### src/rtl/ugbi_pkg.sv
// ----------------------------------------------------------------------------
// ugbi_pkg
// Shared types and constants of the uniform grid box index.
// ----------------------------------------------------------------------------
package ugbi_pkg;

  localparam int MaxInstances = 64;
  localparam int MaxCellsX    = 32;
  localparam int MaxCellsZ    = 32;
  localparam int GridCells    = MaxCellsX * MaxCellsZ;
  localparam int CellW        = $clog2(GridCells);
  localparam int AxisW        = 8;
  localparam int InstW        = 6;
  localparam int CountW       = 7;

  typedef enum logic [1:0] {
    REQ_CLEAR  = 2'd0,
    REQ_INSERT = 2'd1,
    REQ_QUERY  = 2'd2,
    REQ_NONE   = 2'd3
  } req_t;

  typedef enum logic [1:0] {
    RK_INSERT = 2'd0,
    RK_HIT    = 2'd1,
    RK_EMPTY  = 2'd2,
    RK_CLEAR  = 2'd3
  } kind_t;

  typedef enum logic [2:0] {
    REG_ORIGIN_X  = 3'd0,
    REG_ORIGIN_Z  = 3'd1,
    REG_CELL_SIZE = 3'd2,
    REG_CELLS_X   = 3'd3,
    REG_CELLS_Z   = 3'd4
  } reg_t;

  typedef enum logic [3:0] {
    F_IDLE, F_DIV, F_PUSH
  } fst_t;

  typedef enum logic [3:0] {
    B_IDLE, B_CLEAR, B_WALK, B_WAIT, B_ACC, B_RESP, B_EMIT
  } bst_t;

  // request beat
  typedef struct packed {
    req_t               req_type;
    logic signed [31:0] box_min_x;
    logic signed [31:0] box_min_z;
    logic signed [31:0] box_max_x;
    logic signed [31:0] box_max_z;
  } req_beat_t;

  // result beat
  typedef struct packed {
    kind_t            result_kind;
    logic [InstW-1:0] instance_number;
    logic             table_full;
    logic             last;
  } res_beat_t;

  typedef struct packed {
    req_t             req;
    logic [AxisW-1:0] x0;
    logic [AxisW-1:0] z0;
    logic [AxisW-1:0] x1;
    logic [AxisW-1:0] z1;
    logic [AxisW-1:0] nx;
  } job_t;

  typedef struct packed {
    kind_t            kind;
    logic [InstW-1:0] num;
    logic             full;
    logic             last;
  } res_t;

endpackage

### src/rtl/ugbi_front.sv
// ----------------------------------------------------------------------------
// ugbi_front
// Accepts requests, maps the four box corners to clamped cell coordinates
// with one shared restoring divider, and pushes a job into the queue.
// ----------------------------------------------------------------------------
module ugbi_front (
  input  logic                   clk,
  input  logic                   rst,
  input  logic                   in_valid,
  output logic                   in_ready,
  input  logic [1:0]             in_req,
  input  logic signed [31:0]     in_coord [4],
  input  logic signed [31:0]     origin_x,
  input  logic signed [31:0]     origin_z,
  input  logic [30:0]            cell_size,
  input  logic [5:0]             cells_x,
  input  logic [5:0]             cells_z,
  output logic                   job_valid,
  input  logic                   job_ready,
  output ugbi_pkg::job_t         job
);
  import ugbi_pkg::*;

  fst_t               st, st_next;
  req_t               req;
  logic signed [31:0] crd [4];
  logic [1:0]         ci;
  logic [5:0]         step;
  logic [32:0]        mag;
  logic [32:0]        rem;
  logic [32:0]        quo;
  logic               neg;
  logic [30:0]        cs;
  logic [AxisW-1:0]   nx, nz;
  logic [AxisW-1:0]   corner [4];

  logic signed [32:0] diff;
  logic [33:0]        trial;
  logic [33:0]        rem_sh;
  logic [AxisW-1:0]   lim;
  logic [AxisW-1:0]   qc;
  logic [33:0]        qf;

  always_comb begin
    nx = (cells_x == 6'd0) ? AxisW'(1) :
         (cells_x > 6'(MaxCellsX)) ? AxisW'(MaxCellsX) : AxisW'(cells_x);
    nz = (cells_z == 6'd0) ? AxisW'(1) :
         (cells_z > 6'(MaxCellsZ)) ? AxisW'(MaxCellsZ) : AxisW'(cells_z);
  end

  // quotient of |d| / cs, one bit per cycle
  assign rem_sh = {rem, mag[32]};
  assign trial  = rem_sh - {3'b0, cs};

  // negatives clamp at 0; quotients above lim - 1 clamp at lim - 1
  always_comb begin
    lim = ci[0] ? nz : nx;
    qf  = {1'b0, quo};
    qc  = '0;
    if (neg) begin
      qc = '0;
    end else if (qf > 34'(lim - AxisW'(1))) begin
      qc = lim - AxisW'(1);
    end else begin
      qc = qf[AxisW-1:0];
    end
  end

  always_comb begin
    diff = ci[0] ? (33'(crd[ci]) - 33'(origin_z)) : (33'(crd[ci]) - 33'(origin_x));
  end

  assign in_ready  = (st == F_IDLE);
  assign job_valid = (st == F_PUSH);

  always_comb begin
    job.req = req;
    job.x0  = corner[0];
    job.z0  = corner[1];
    job.x1  = corner[2];
    job.z1  = corner[3];
    job.nx  = nx;
  end

  always_ff @(posedge clk) begin
    if (rst) begin
      st <= F_IDLE;
    end else begin
      st <= st_next;
    end
  end

  always_comb begin
    st_next = st;
    case (st)
      F_IDLE: begin
        if (in_valid) begin
          if (in_req == REQ_CLEAR) begin
            st_next = F_PUSH;
          end else if (in_req != REQ_NONE) begin
            st_next = F_DIV;
          end
        end
      end
      F_DIV: begin
        if (step == 6'd34 && ci == 2'd3) begin
          st_next = F_PUSH;
        end
      end
      F_PUSH: begin
        if (job_ready) begin
          st_next = F_IDLE;
        end
      end
      default: st_next = F_IDLE;
    endcase
  end

  always_ff @(posedge clk) begin
    case (st)
      F_IDLE: begin
        req  <= req_t'(in_req);
        crd  <= in_coord;
        cs   <= (cell_size == 31'd0) ? 31'd1 : cell_size;
        ci   <= '0;
        step <= '0;
      end
      F_DIV: begin
        if (step == 6'd0) begin
          neg  <= diff[32];
          mag  <= diff[32] ? 33'(-diff) : 33'(diff);
          rem  <= '0;
          quo  <= '0;
          step <= 6'd1;
        end else if (step <= 6'd33) begin
          if (!trial[33]) begin
            rem <= trial[32:0];
            quo <= {quo[31:0], 1'b1};
          end else begin
            rem <= rem_sh[32:0];
            quo <= {quo[31:0], 1'b0};
          end
          mag  <= {mag[31:0], 1'b0};
          step <= step + 6'd1;
        end else begin
          corner[ci] <= qc;
          ci         <= ci + 2'd1;
          step       <= '0;
        end
      end
      default: ;
    endcase
  end
endmodule

### config.mk
export PLATFORM = sky130hd
export DESIGN_NAME = ugbi_front
export DESIGN_NICKNAME = d
export VERILOG_FILES = /design/src/rtl/ugbi_pkg.sv /design/src/rtl/ugbi_front.sv
export SDC_FILE = /design/constraint.sdc
export NUM_CORES = 1
export LEC_CHECK = 0
export ABC_AREA = 1
export BUFFER_PORTS_ARGS = -buffer_cell sky130_fd_sc_hd__buf_2
export CAP_MARGIN = 20
export CORE_MARGIN = 3
export CORE_UTILIZATION = 40
export CTS_BUF_LIST = sky130_fd_sc_hd__clkbuf_8
export DETAILED_ROUTE_END_ITERATION = 16
export HOLD_SLACK_MARGIN = 0.03
export MAX_ROUTING_LAYER = met4
export PLACE_DENSITY = 0.69
export SYNTH_ARGS = -nofsm -noshare
export SYNTH_HDL_FRONTEND = slang
export SYNTH_SLANG_ARGS = --single-unit
### constraint.sdc
create_clock -name clk -period 11.5 [get_ports clk]
set_clock_uncertainty 0.1 [all_clocks]
set_input_delay 2.3 -clock clk [delete_from_list [all_inputs] [get_ports clk]]
set_output_delay 2.3 -clock clk [all_outputs]
set_load 0.01 [all_outputs]
Word level (Yosys, flattened, before mapping)
Memory sizes are Yosys's and may differ from the RTL's.
Index checks and enable logic that the tools add are counted.
- bits in registers: 273
- bits in latches: 0
- RAM bits: 32
- bits in read-only memories: 0
- input bits: 241
- output and inout port bits: 44
- word-level logic and storage cells: 86
- memories kept: 1
- $add $sub $neg: 8
- $mul: 0
- div/mod/pow operators: 0
- magnitude comparators: 5
- equal/unequal tests: 11
- shift operators: 0
- multiplexer cells: 34
- bitwise gates (word level): 1
- reduce and logical (&&, ||, !) cells: 13
- memories (memory ; depth ; bits a word ; rd ports ; clocked after memory_dff ; write ports ; RTL line ; text):
    corner ; 4 ; 8 ; 4 ; 0 ; 1 ; ugbi_front.sv:35 ; logic [AxisW-1:0] corner [4];
- operators with widths (operator ; number):
    $mux 33 ; 7
    $sub 32x32->33 ; 2
    $bmux 32 s2 ; 1
    $mux 32 ; 2
    $mux 6 ; 7
    $gt 33x34->1 ; 1
    $sub 34x31->34 ; 1
    $neg 33->33 ; 1
    $logic_not 31->1 ; 1
    $mux 4 ; 5
    $logic_not 6->1 ; 3
    $mux 8 ; 2
    $sub 6x1->7 const B ; 2
    $gt 6x6->1 const B ; 2
    $pmux 4 s3 ; 1
    $pmux 6 s2 ; 1
    $ne 2x2->1 const B ; 5
    $add 6x1->6 const B ; 1
    $eq 6x6->1 const B ; 1
    $le 6x6->1 const B ; 1
    $mux 1 ; 5
    $eq 4x1->1 const B ; 1
    $eq 4x2->1 const B ; 1
    $logic_not 4->1 ; 1
    other kinds (14) ; 17

Longest topological paths before layout
- depth after elaboration: 9
- depth in mapped cells: 27
- depth with buffers taken out: 24

Least setup slack after synthesis
Ideal clock, no wire load.
- kind: reg-to-output
- start point: register st[1]
- end point: output in_ready
- data arrival time: 7.207 ns
- required time: 9.100 ns
- setup slack: 1.893 ns
- stages on the path, launching flop included: 2
- buffers on the path: 0
- cell sequence: dfxtp_1 -> nor2_1
- longest elaborated chain between the ends: 1
- ends and longest elaborated chain (item ; RTL line ; text):
    start: declaration ; ugbi_front.sv:24 ; fst_t st, st_next;
    start signal: assignment ; ugbi_front.sv:89 ; st <= st_next;
    $logic_not 4->1 ; ugbi_front.sv:73 ; assign in_ready = (st == F_IDLE);
    end: declaration ; ugbi_front.sv:10 ; output logic in_ready,
Every way passes these cells.

==> metrics.txt <==
status=finished, final reports clean; Area Growth Syn to Fin=15.9%; cts hold-fix bufs=0; Syn Std Cell Area=0.0187 sq mm; Max Clk Rate=0.181 GHz; Die Footprint=0.0493 sq mm; Worst-path clk slew=0.05 ns; Worst R2R Setup Slack=6.66 ns; relative slew slack=0.283; crit path kind=input pin to primary output; Antenna Nets Post-Route=0; commonest cells after routing, fill and taps aside=568 x nand2_1, 301 x edfxtp_1, 295 x inv_1, 282 x buf_2, 231 x nor2_1; DRT iter0 DRCs=921; CP required=9.10 ns; Worst-Margin Slew=1.07 ns; synth unique cells=49; hold path cells=2; Most used DFF post-synth=edfxtp_1; aggregate global routing overflow=0; CP dominant cell by count=buf_2; #FFs+latches synth=303; Synth async-reset ratio=0; chip width=222 um; P_int=3.75 mW; number of global-route vias before repair=15902; largest net degree at the start of global routing=109; HP Class=register to register; TritonCTS Buffers=53; RSZ-0062 raised after global routing=no; global-route wire length before repair=77200 um; drc violations=0; drt wl/cell=14.9 um; CP Max Fanout=2; cts repair resizes=0; Mean Syn Cell Area=8.42 sq um; setup TNS=0 ns; commonest non-fill, non-tap cell in the layout=nand2_1; layout cells sized above 1=0.165; layout net count=2834; period utilization=0.479; core area=0.0458 sq mm; Max-Cap Viols=0; drt pass-1 iters=5; final-report hold violation count=0; DRT Wirelength=46600 um; clock sink count=303; initial antenna violation count=1; H-tree lvl count=2; Logic pwr share=0.600; peak supply drop=0.000202 V; final worst path period need=5.51 ns; Setup Buffers After CTS=0; HP Start=mag[30]; Total GRT Usage=0.193; critical path's slowest cell=a21oi_1; Post-synth EDFFs=301; endpoints failing setup=0; total net switching power=3.56 mW; worst flop-to-flop path startpoint=ci[0]; Worst Hold Margin=0.421 ns; Root Buffer=clkbuf_8; fin util=0.473; sequential power share=0.269; Static Leakage=10.1 nW; max-slew violations=0; I/O pins=285; CP arrival=3.11 ns; vias=15655; R2R Path End=mag[27]; P per Cell Area=337 mW/mm^2; Post-Syn Instances=2218; yosys warns=0; post-DR vias/cell=5.01; chip height=222 um; HPWL Detailed=35600 um; CP endpoint kind=primary output; max incr delay on CP=0.21 ns; Initial Util=0.408; worst skew pair latency=0.63 ns; routability congestion estimate=0.928; sequential share of the synthesized area=0.486; R2R cell count=21; clock power share=0.131; num rows=78; type of origin of the critical path=input pin; crit path cell chain=buf_2, nor3_1, nand3_1, a21oi_1, buf_2; worst hold endpoint=mag[31]; Net Sw Frac=0.487; TritonCTS clock tree=built; PortBufs=282; Clock Path Buffers=3
==> synthesized netlist by cell type (3+ instances only) <==
master / instances / area, sq um
or2_1: 4 / 25.0
inv_2: 9 / 33.8
buf_6: 3 / 33.8
inv_1: 289 / 1080
a21oi_1: 103 / 515
nor2_2: 10 / 62.6
nor2_1: 234 / 878
nand2_2: 14 / 87.6
nand2_1: 568 / 2130
a211oi_1: 4 / 30.0
nand4_1: 24 / 150
ha_1: 105 / 1310
and2_1: 4 / 25.0
xor2_1: 28 / 245
nor3_1: 10 / 50.1
o21ai_0: 131 / 656
mux2i_1: 31 / 310
clkbuf_1: 69 / 259
o21ai_1: 9 / 45.0
or2_2: 4 / 25.0
o21bai_1: 6 / 45.0
a31oi_1: 10 / 62.6
nor4_1: 15 / 93.8
nand3_2: 6 / 60.1
a21o_1: 9 / 67.6
o22ai_1: 32 / 200
nand3b_1: 10 / 75.1
edfxtp_1: 301 / 9040
nand3_1: 120 / 601
xnor2_1: 20 / 175
buf_2: 8 / 40.0
==> sequential cells by signal, summed over array words and instances (netlist names) <==
signal / cells
ci: 2
corner: 32
crd: 128
cs: 31
mag: 33
neg: 1
quo: 33
rem: 33
req: 2
st: 2
step: 6
==> worst max-delay path, delay by kind of cell <==
| kind | cells | cell delay [ns] |
|---|---|---|
| AND/OR/NAND/NOR | 2 | 0.32 |
| buffers and inverters | 2 | 0.28 |
| AO/OA/AOI/OAI | 1 | 0.21 |
==> power groups by stage <==
stage          Clock (mW)  Sequential [mW]  Combinational (mW)
6_report            0.955             1.96                4.39
5_1_grt              1.04             2.01                5.04
4_1_cts             0.990             1.97                4.38
3_5_place_dp            0             1.98                4.37
3_3_place_gp            0             1.98                4.24
2_1_floorplan           0             2.03                3.36
==> per-layer routing <==
metal  vias up  part of all wire  global-route usage
li1       7947                 -                   -
met1      7157              0.43               0.241
met2       448              0.48               0.318
met3       103             0.054              0.0299
met4         0             0.033              0.0718
met5         -                 0                   -
==> cells by family (layout without fill, tap and decap cells) <==
family	Yosys count	count (layout)	share of synthesized area
AND/OR/NAND/NOR	1027	1027	0.230
buffers and inverters	381	688	0.0787
XOR/XNOR	48	48	0.0225
AO/OA/AOI/OAI	319	319	0.0936
multiplexers	31	31	0.0166
adder cells (fa/ha/maj)	107	107	0.0725
flip-flops	303	303	0.486
other	2	4	0.000402
==> how the worst max path moves through the flow <==
stage,startpoint,endpoint,slack (ns),cells past startpoint
after detailed placement,cells_x[1],corner[0][3],4.98,18
after floorplan,st[1],in_ready,1.89,1
after global placement,cells_x[1],corner[1][4],5.22,18
after CTS,cells_x[1],corner[0][3],5.67,18
after global routing,cells_x[2],job[0],5.95,5
final,cells_x[2],job[0],5.99,5
==> per-stage QoR <==
stage / power [mW] / setup WS (ns) / cell area [sq um] / instances
floorplan: 5.38 / 1.89 / 18700 / 2219
global placement: 6.22 / 5.22 / 20600 / 3029
detailed placement: 6.35 / 4.98 / 20600 / 3029
CTS: 7.34 / 5.67 / 21600 / 3124
global route: 8.08 / 5.95 / 21600 / 3127
finish: 7.31 / 5.99 / 21600 / 3127
==> layout make-up <==
class | instances | area (sq um)
fillers | 4372 | 24100
flip-flops and latches | 303 | 9080
multi-input cells | 1535 | 8160
repair buffers | 295 | 1540
inverters | 298 | 1120
well taps | 600 | 751
clock buffers | 53 | 729
clock inverters | 42 | 274
diodes | 1 | 2.50
(Power assumes the default switching activity.)
