--- config.mk ---
export PLATFORM = sky130hd
export DESIGN_NAME = ugbi_queue
export DESIGN_NICKNAME = d
export VERILOG_FILES = /design/src/rtl/ugbi_pkg.sv /design/src/rtl/ugbi_queue.sv
export SDC_FILE = /design/constraint.sdc
export NUM_CORES = 1
export LEC_CHECK = 0
export BUFFER_PORTS_ARGS = -buffer_cell sky130_fd_sc_hd__buf_2
export CAP_MARGIN = 0
export CORE_UTILIZATION = 56
export DETAILED_ROUTE_END_ITERATION = 6
export PLACE_DENSITY_LB_ADDON = 0.08
export SYNTH_ARGS = -nofsm -noshare
export SYNTH_HDL_FRONTEND = slang
export SYNTH_SLANG_ARGS = --single-unit
--- constraint.sdc ---
create_clock -name clk -period 6.4 [get_ports clk]
set_input_delay 0.96 -clock clk [delete_from_list [all_inputs] [get_ports clk]]
set_output_delay 0.96 -clock clk [all_outputs]
set_load 0.1 [all_outputs]
--- src/rtl/ugbi_pkg.sv ---
// ----------------------------------------------------------------------------
// ugbi_pkg
// Shared types and constants of the uniform grid box index.
// ----------------------------------------------------------------------------
package ugbi_pkg;

  localparam int MaxInstances = 64;
  localparam int MaxCellsX    = 32;
  localparam int MaxCellsZ    = 32;
  localparam int GridCells    = MaxCellsX * MaxCellsZ;
  localparam int CellW        = $clog2(GridCells);
  localparam int AxisW        = 8;
  localparam int InstW        = 6;
  localparam int CountW       = 7;

  typedef enum logic [1:0] {
    REQ_CLEAR  = 2'd0,
    REQ_INSERT = 2'd1,
    REQ_QUERY  = 2'd2,
    REQ_NONE   = 2'd3
  } req_t;

  typedef enum logic [1:0] {
    RK_INSERT = 2'd0,
    RK_HIT    = 2'd1,
    RK_EMPTY  = 2'd2,
    RK_CLEAR  = 2'd3
  } kind_t;

  typedef enum logic [2:0] {
    REG_ORIGIN_X  = 3'd0,
    REG_ORIGIN_Z  = 3'd1,
    REG_CELL_SIZE = 3'd2,
    REG_CELLS_X   = 3'd3,
    REG_CELLS_Z   = 3'd4
  } reg_t;

  typedef enum logic [3:0] {
    F_IDLE, F_DIV, F_PUSH
  } fst_t;

  typedef enum logic [3:0] {
    B_IDLE, B_CLEAR, B_WALK, B_WAIT, B_ACC, B_RESP, B_EMIT
  } bst_t;

  // request beat
  typedef struct packed {
    req_t               req_type;
    logic signed [31:0] box_min_x;
    logic signed [31:0] box_min_z;
    logic signed [31:0] box_max_x;
    logic signed [31:0] box_max_z;
  } req_beat_t;

  // result beat
  typedef struct packed {
    kind_t            result_kind;
    logic [InstW-1:0] instance_number;
    logic             table_full;
    logic             last;
  } res_beat_t;

  typedef struct packed {
    req_t             req;
    logic [AxisW-1:0] x0;
    logic [AxisW-1:0] z0;
    logic [AxisW-1:0] x1;
    logic [AxisW-1:0] z1;
    logic [AxisW-1:0] nx;
  } job_t;

  typedef struct packed {
    kind_t            kind;
    logic [InstW-1:0] num;
    logic             full;
    logic             last;
  } res_t;

endpackage

--- src/rtl/ugbi_queue.sv ---
// ----------------------------------------------------------------------------
// ugbi_queue
// Two-entry job queue between the front and back parts.
// ----------------------------------------------------------------------------
module ugbi_queue (
  input  logic           clk,
  input  logic           rst,
  input  logic           in_valid,
  output logic           in_ready,
  input  ugbi_pkg::job_t in_job,
  output logic           out_valid,
  input  logic           out_ready,
  output ugbi_pkg::job_t out_job
);
  import ugbi_pkg::*;

  job_t       slot [2];
  logic       wp, rp;
  logic [1:0] cnt;

  assign in_ready  = (cnt != 2'd2);
  assign out_valid = (cnt != 2'd0);
  assign out_job   = slot[rp];

  always_ff @(posedge clk) begin
    if (in_valid && in_ready) begin
      slot[wp] <= in_job;
    end
  end

  always_ff @(posedge clk) begin
    if (rst) begin
      wp  <= 1'b0;
      rp  <= 1'b0;
      cnt <= '0;
    end else begin
      if (in_valid && in_ready) begin
        wp <= ~wp;
      end
      if (out_valid && out_ready) begin
        rp <= ~rp;
      end
      cnt <= cnt + 2'((in_valid && in_ready) ? 1 : 0) - 2'((out_valid && out_ready) ? 1 : 0);
    end
  end
endmodule

* Word level (Yosys, flattened, before mapping)
Memory sizes are Yosys's and may differ from the RTL's. A register that Yosys moved wholly into a read port is not among the register bits. Cells that the tools add are included.
Word-level totals: output and inout port bits 44, bits in registers 4, logic and storage cells 18, memory bits (writable) 84, memories kept 1
Cells by class: equality and inequality tests 1, reductions and logical operators 3, bitwise operators 2, muxes and demuxes 6, $add $sub $neg 2
Memories:
- slot | words 2, bits a word 42, read ports 1, clocked after Yosys merged registers in 1, write ports 1, line ugbi_queue.sv:17 | job_t slot [2];
Operators with widths (count):
- 2-to-1 mux 1 bit | 6
- adder 2 x 1 -> 2 bit | 1
- logical AND 1 bit | 2
- != test 2 bit (second input constant) | 1
- inverter 1 bit | 2
- nonzero test 2 bit | 1
- subtractor 2 x 1 -> 2 bit | 1

* Depth between registers and ports, before layout
Gate-level depths: netlist (run 1).
depth after elaboration 5, gate-level depth with buffers 8

* Least setup slack after synthesis (run 1)
OpenSTA, ideal clock, no wires.
path kind input port to flip-flop, start input port in_valid, end memory slot[0][0] (netlist name), enable pin, data required time 5.958 ns, cell stages on the path 2, path slack 3.143 ns, arrival time 2.816 ns, library setup time 0.442 ns, path through nand2_2 nor2_1
Between the ends: cells in the longest elaborated chain, start to end 3
RTL lines:
- from (decl) | line ugbi_queue.sv:8 | input logic in_valid,
- logical AND 1 bit | line ugbi_queue.sv:26 | if (in_valid && in_ready) begin
- 2-to-1 mux 1 bit | line ugbi_queue.sv:26
- 2-to-1 mux 1 bit (implied by the code) | line ugbi_queue.sv:27 | slot[wp] <= in_job;
- to (decl) | line ugbi_queue.sv:17
Every way passes these cells.

==> impl_results.md, run 1 <==
* Critical Path RT at 5.44 ns
* DR iter-0 viols at 94
* Syn Inst Count at 155
* Vias in the first global route at roughly 1500
* Clk sinks at between 80 and 90
* Worst slew margin at between 30% and 40%
* Layout cell share with drive strength beyond 1 at 59.2%
* Hold Fails Final Rpt at 0
* Clock slew at reported path FFs at approximately 0.07 ns
* Initial Utilization at 58.3%
* Flip-flop and latch count after synthesis at 89
* Drt pass-1 iters at 4
* DP HPWL at 3040 um
* Vias per cell at 4.95
* Largest net degree at the start of global routing at 43
* Yosys top cell by area: edfxtp_1
* DIE AREA at 6520 um2
* RSZ-0062 raised after global routing: no
* Status: finished clean
* Synth Net Count at 203
* GP Congestion at 0.697
* Post-layout min period at 3.19 ns
* Total track usage at 15.5%
* Least-Margin Pin Slew at 1.00 ns
* Largest stage delay, worst path at 0.65 ns
* Clock Skew at 0.00398 ns
* Htree depth at 3
* Post-synthesis sequential area ratio at 75.5%
* Nets at 300
* Root Driver: clkbuf_8
* Hold Crit Class: reg2reg
* Final ANT Viol Nets at 0
* Chip height at roughly 81 um
* Initial antenna violation count at 0
* Max_cap viols at 0
* Yosys warnings at 0
* Routed len/inst at roughly 14 um
* Diodes inserted at 0
* Post-Syn Area at between 3000 and 4000 um2
* Row count at 28
* Die Wd at about 80 um
* Final max-slew violation count at 0
* Final wirelength at 4760 um
* Post-synthesis area per instance at between 20 and 25 um2
* Most frequent cells in the layout: buf_2, edfxtp_1, mux2_4
* Port bufs at 89
* # IOs at 90
* WS Path Type: reg2out
* Setup_tns at 0 ns
* Drc violations at 0
* Area delta synth->final at 19.3%
* Vias at ~1600
* Num CTS Buffers at 9
* F_max at approximately 0.31 GHz
* Critical-path maximum fanout at 27
* Critical-path cell list: buf_4 > mux2_4 > buf_2
* Cells resized by post-CTS repair at 0
* CP max-delay cell: dfxtp_2
* Largest cells by area after synthesis: edfxtp_1, mux2_4, dfxtp_1, buf_12, ha_1
* Top cell type's share of synthesized area at between 70 and 80%
* CTS tree: done
* Core area at 5960 um2
* Distinct cell type count of the synthesized netlist at 17
* Most common cell after layout, fill and taps aside: buf_2
* Worst path bufs/invs at 2
* Hold Buf Count CTS at 0
* First-pass GRT wire length at 7030 um
* Worst endpoint data arrival time at approximately 2.2 ns
* Critical path startpoint category: flop
* Worst hold slack at ~0.53 ns
* Family with the most delay on the worst path: buffers and inverters
* Final setup fails at 0
* Deepest clock path buffer count at 2
* Overflow after GRT at 0
* Setup crit end kind: output pin
* Clk_lat worst skew at 0.34 ns
* Postcts setup bufs at 0
* Fin crit share at 49.9%
## worst paths after layout
| path | from | endpoint | slack [ns] | cells after the start |
|---|---|---|---|---|
| worst max register to register | cnt[0] | slot[1][3] | 4.61 | 2 |
| worst min register to register | rp | rp | 0.53 | 2 |
| worst min-delay path | rp | rp | 0.53 | 2 |
| worst max-delay path | flop | out_job[24] | 3.21 | 3 |
## kinds of logic after synthesis
kind of cell             Yosys count  share of synthesized area (%)
flip-flops                        89                           75.5
multiplexers                      43                           18.4
AND/OR/NAND/NOR                   11                           1.69
buffers and inverters              6                           2.74
XOR/XNOR                           3                          0.756
adder cells (fa/ha/maj)            2                          0.720
AO/OA/AOI/OAI                      1                          0.252
## flip-flops by register name (all words and copies together), names as in the netlist, named ones only
signal	flops
slot	84
wp	1
cnt	2
rp	1
## tightest hold or removal path, stage by stage (launching register included)
cell	delay [ns]
dfxtp_1	0.33
xnor2_1	0.08
nor2_1	0.08
## per-layer routing
metal	GRT usage, %	wire (um)	part of all wire (%)	up-vias
li1	-	-	-	789
met1	18.1	1900	40	784
met2	24.8	2510	53	53
met3	4.27	284	6.0	8
met4	11.3	74	1.6	0
met5	0	0	0	-
## stage by stage
step | util (%) | area (um2) | std cells | setup slack (ns)
floorplan | - | 3470 | 155 | 3.14
global placement | 66.3 | 3950 | 316 | 3.57
detailed placement | 66.3 | 3950 | 316 | 3.55
CTS | 69.6 | 4150 | 330 | 3.16
global route | 69.6 | 4150 | 330 | 3.10
finish | 69.6 | 4150 | 330 | 3.21
## Yosys cell counts (all sizes together)
| master | instances |
|---|---|
| xnor2 | 2 |
| inv | 1 |
| o21a | 1 |
| nand2b | 1 |
| ha | 2 |
| nor2b | 2 |
| mux2 | 43 |
| edfxtp | 84 |
| xor2 | 1 |
| or2 | 1 |
| and3 | 1 |
| dfxtp | 5 |
| nor2 | 5 |
| nand2 | 1 |
| buf | 5 |
## layout make-up
cell class | instances | area, um2
Sequential cell | 89 | 2620
Fill cell | 431 | 1810
Multi-Input combinational cell | 60 | 766
Timing Repair Buffer | 91 | 460
Clock buffer | 10 | 128
Tap cell | 75 | 93.8
Clock inverter | 4 | 70.1
Inverter | 1 | 3.75
Power of run 1 is left out: the tool's default activity adds up to more than one toggle a clock period on the data nets, which glitch-free logic cannot reach.
==> run 2: changes to the inputs <==
--- a/config.mk
+++ b/config.mk
@@ -7,7 +7,7 @@
 export LEC_CHECK = 0
 export BUFFER_PORTS_ARGS = -buffer_cell sky130_fd_sc_hd__buf_2
 export CAP_MARGIN = 0
-export CORE_UTILIZATION = 56
+export CORE_UTILIZATION = 47
 export DETAILED_ROUTE_END_ITERATION = 6
 export PLACE_DENSITY_LB_ADDON = 0.08
 export SYNTH_ARGS = -nofsm -noshare
==> constraint.sdc (replaced) <==
create_clock -name clk -period 2.9 [get_ports clk]
set_input_delay 0.435 -clock clk [delete_from_list [all_inputs] [get_ports clk]]
set_output_delay 0.435 -clock clk [all_outputs]
set_load 0.1 [all_outputs]
==> run 2 against run 1 <==
  * Cell area grew 0.18%
  * Final cell count grew 7.3%
  * Via count grew 2.5%
  * Clock skew grew 0.0027 ns
  * Core utilization shrank 10 points
  * Global-route usage shrank 1.5 points
  * Sequential share of layout area shrank 0.11 points
  * Critical path depth is the same
  * Non-clock buffer count grew 2
  * Die area grew 19%
  * Wire length grew 8.2%
  * Hold slack lost 0.25 ns
  * Critical path type unchanged
==> impl_results.md, run 2 (synthesis gave the netlist of run 1 again) <==
* Status: finished clean
* Row count at 30 (+7.1%)
* Drc violations at 0 (unchanged)
* Core area at 6980 um2 (+17%)
* Layout cell share with drive strength beyond 1 at 59.3% (+0.087 points)
* Final max-slew violation count at 0 (unchanged)
* Critical path startpoint category: flop
* Register area at 2620 um2 (unchanged)
* Cells resized by post-CTS repair at 0 (unchanged)
* R2r startpoint: cnt[0]
* Reg2reg end: cnt[1]
* First-pass GRT wire length at 7590 um (+8.0%)
* Fillers at 558 (+29%)
* Biggest regs: slot (84), cnt (2)
* Total track usage at 14.0% (-1.5 points)
* DIE AREA at 7740 um2 (+19%)
* Num CTS Buffers at 9 (unchanged)
* Overflow after GRT at 0 (unchanged)
* Worst endpoint data arrival time at 1.75 ns (-0.48 ns)
* Hold Crit Class: in2reg
* Multi-input gate area at 766 um2 (unchanged)
* Largest stage delay, worst path at 0.43 ns (-0.22 ns)
* Drt pass-1 iters at 4 (unchanged)
* CP max-delay cell: dfxtp_2
* Clk_lat worst skew at 0.34 ns (about the same)
* Post-Layout Cell Count at 354 (+7.3%)
* Least-Margin Pin Slew at 0.572 ns (-0.430 ns)
* Setup crit end kind: output pin
* # IOs at 90 (unchanged)
* Root Driver: clkbuf_8
* Final core occ at 59.5% (-10 points)
* Critical Path RT at 2.47 ns (-2.97 ns)
* Die Wd at 88.0 um (+8.9%)
* Final wirelength at 5150 um (+8.2%)
* Initial Utilization at 49.8% (-8.6 points)
* Setup_tns at 0 ns (unchanged)
* Largest net degree at the start of global routing at 43 (unchanged)
* Chip height at 88.0 um (+8.9%)
* Final setup fails at 0 (unchanged)
* R2R setup slack at 1.27 ns (-3.34 ns)
* Clk sinks at 89 (unchanged)
* Routed len/inst at 14.6 um (+0.83%)
* Hold Buf Count CTS at 0 (unchanged)
* Worst Hold End: slot[1][33]
* Postcts setup bufs at 0 (unchanged)
* Initial antenna violation count at 0 (unchanged)
* Clock Skew at 0.00665 ns (+0.00267 ns)
* Vias at 1675 (+2.5%)
* CTS tree: done
* Fin crit share at between 70% and 80%
* Critical-path maximum fanout at 38 (+41%)
* Area delta synth->final at 19.5%
* DR iter-0 viols at 66 (-30%)
* WS Path Type: reg2out
* F_max at 0.458 GHz
* GP Congestion at 0.746 (+7.0%)
* Diodes inserted at 0 (unchanged)
* Placed cells at 339 (+7.3%)
* Hold Fails Final Rpt at 0 (unchanged)
* Max_cap viols at 0 (unchanged)
* Worst Hold Depth at 1 (-1)
* Most frequent cells in the layout: buf_2, edfxtp_1, mux2_4
* Most common cell after layout, fill and taps aside: buf_2
* Clock slew at reported path FFs at 0.08 ns (about the same)
* Worst slew margin at 61.9% (+29 points)
* Largest Register: slot
* Critical-path cell list: buf_12 > mux2_1 > buf_2
* Nets at 302 (+0.67%)
* Post-layout min period at between 2 and 2.5 ns
* Vias per cell at 4.73 (-4.4%)
* Vias in the first global route at 1595 (+4.5%)
* Final ANT Viol Nets at 0 (unchanged)
* Hold Crit Start: in_job[33]
* Max reg flops at 84 (unchanged)
* Htree depth at 3 (unchanged)
* R2R cell count at 8 (+6)
* Port bufs at 89 (unchanged)
* Deepest clock path buffer count at 2 (unchanged)
* RSZ-0062 raised after global routing: no
==> run 2: changes by cell type in the layout (fill, tap and decap cells not counted) <==
cell / delta
bufinv_16: -2
clkinv_2: +2
buf_12: +1
buf_4: +1
clkinv_1: +1
==> run 2: routing by layer <==
| layer | track usage (%) | vias to the layer above | wire, um |
|---|---|---|---|
| li1 | - | 794 | - |
| met1 | 16.4 | 821 | 2170 |
| met2 | 23.0 | 52 | 2630 |
| met3 | 4.34 | 8 | 254 |
| met4 | 8.05 | 0 | 103 |
| met5 | 0 | - | 0 |
==> run 2: layout make-up <==
cell class | instances | area share, %
sequential | 89 | 63.2
multi-input combinational | 60 | 18.4
timing repair buffer | 93 | 11.8
clock buffer | 10 | 3.07
tap | 96 | 2.89
clock inverter | 5 | 0.572
inverter | 1 | 0.0904
==> run 2: how the worst max path moves through the flow <==
stage                             end  slack, ns
after floorplan            slot[0][0]       0.38
after global placement    out_job[41]       1.09
after detailed placement   out_job[0]       1.07
after CTS                  out_job[0]       0.68
after global routing       out_job[0]       0.63
final                     out_job[41]       0.71
==> run 2: worst max-delay path: cells and delay by family, from the launching register on <==
family                 cells  cell delay [ns]
buffers and inverters      2             0.59
DFF                        1             0.43
muxes                      1             0.35
==> run 2: stage by stage <==
stage | setup slack, ns | hold slack (ns) | area, um2
floorplan | 0.382 | 0.480 | 3480
global placement | 1.09 | 0.495 | 4000
detailed placement | 1.07 | 0.516 | 4000
CTS | 0.681 | 0.257 | 4150
global route | 0.632 | 0.250 | 4150
finish | 0.714 | 0.277 | 4150
Power of run 2 is left out for the same reason.
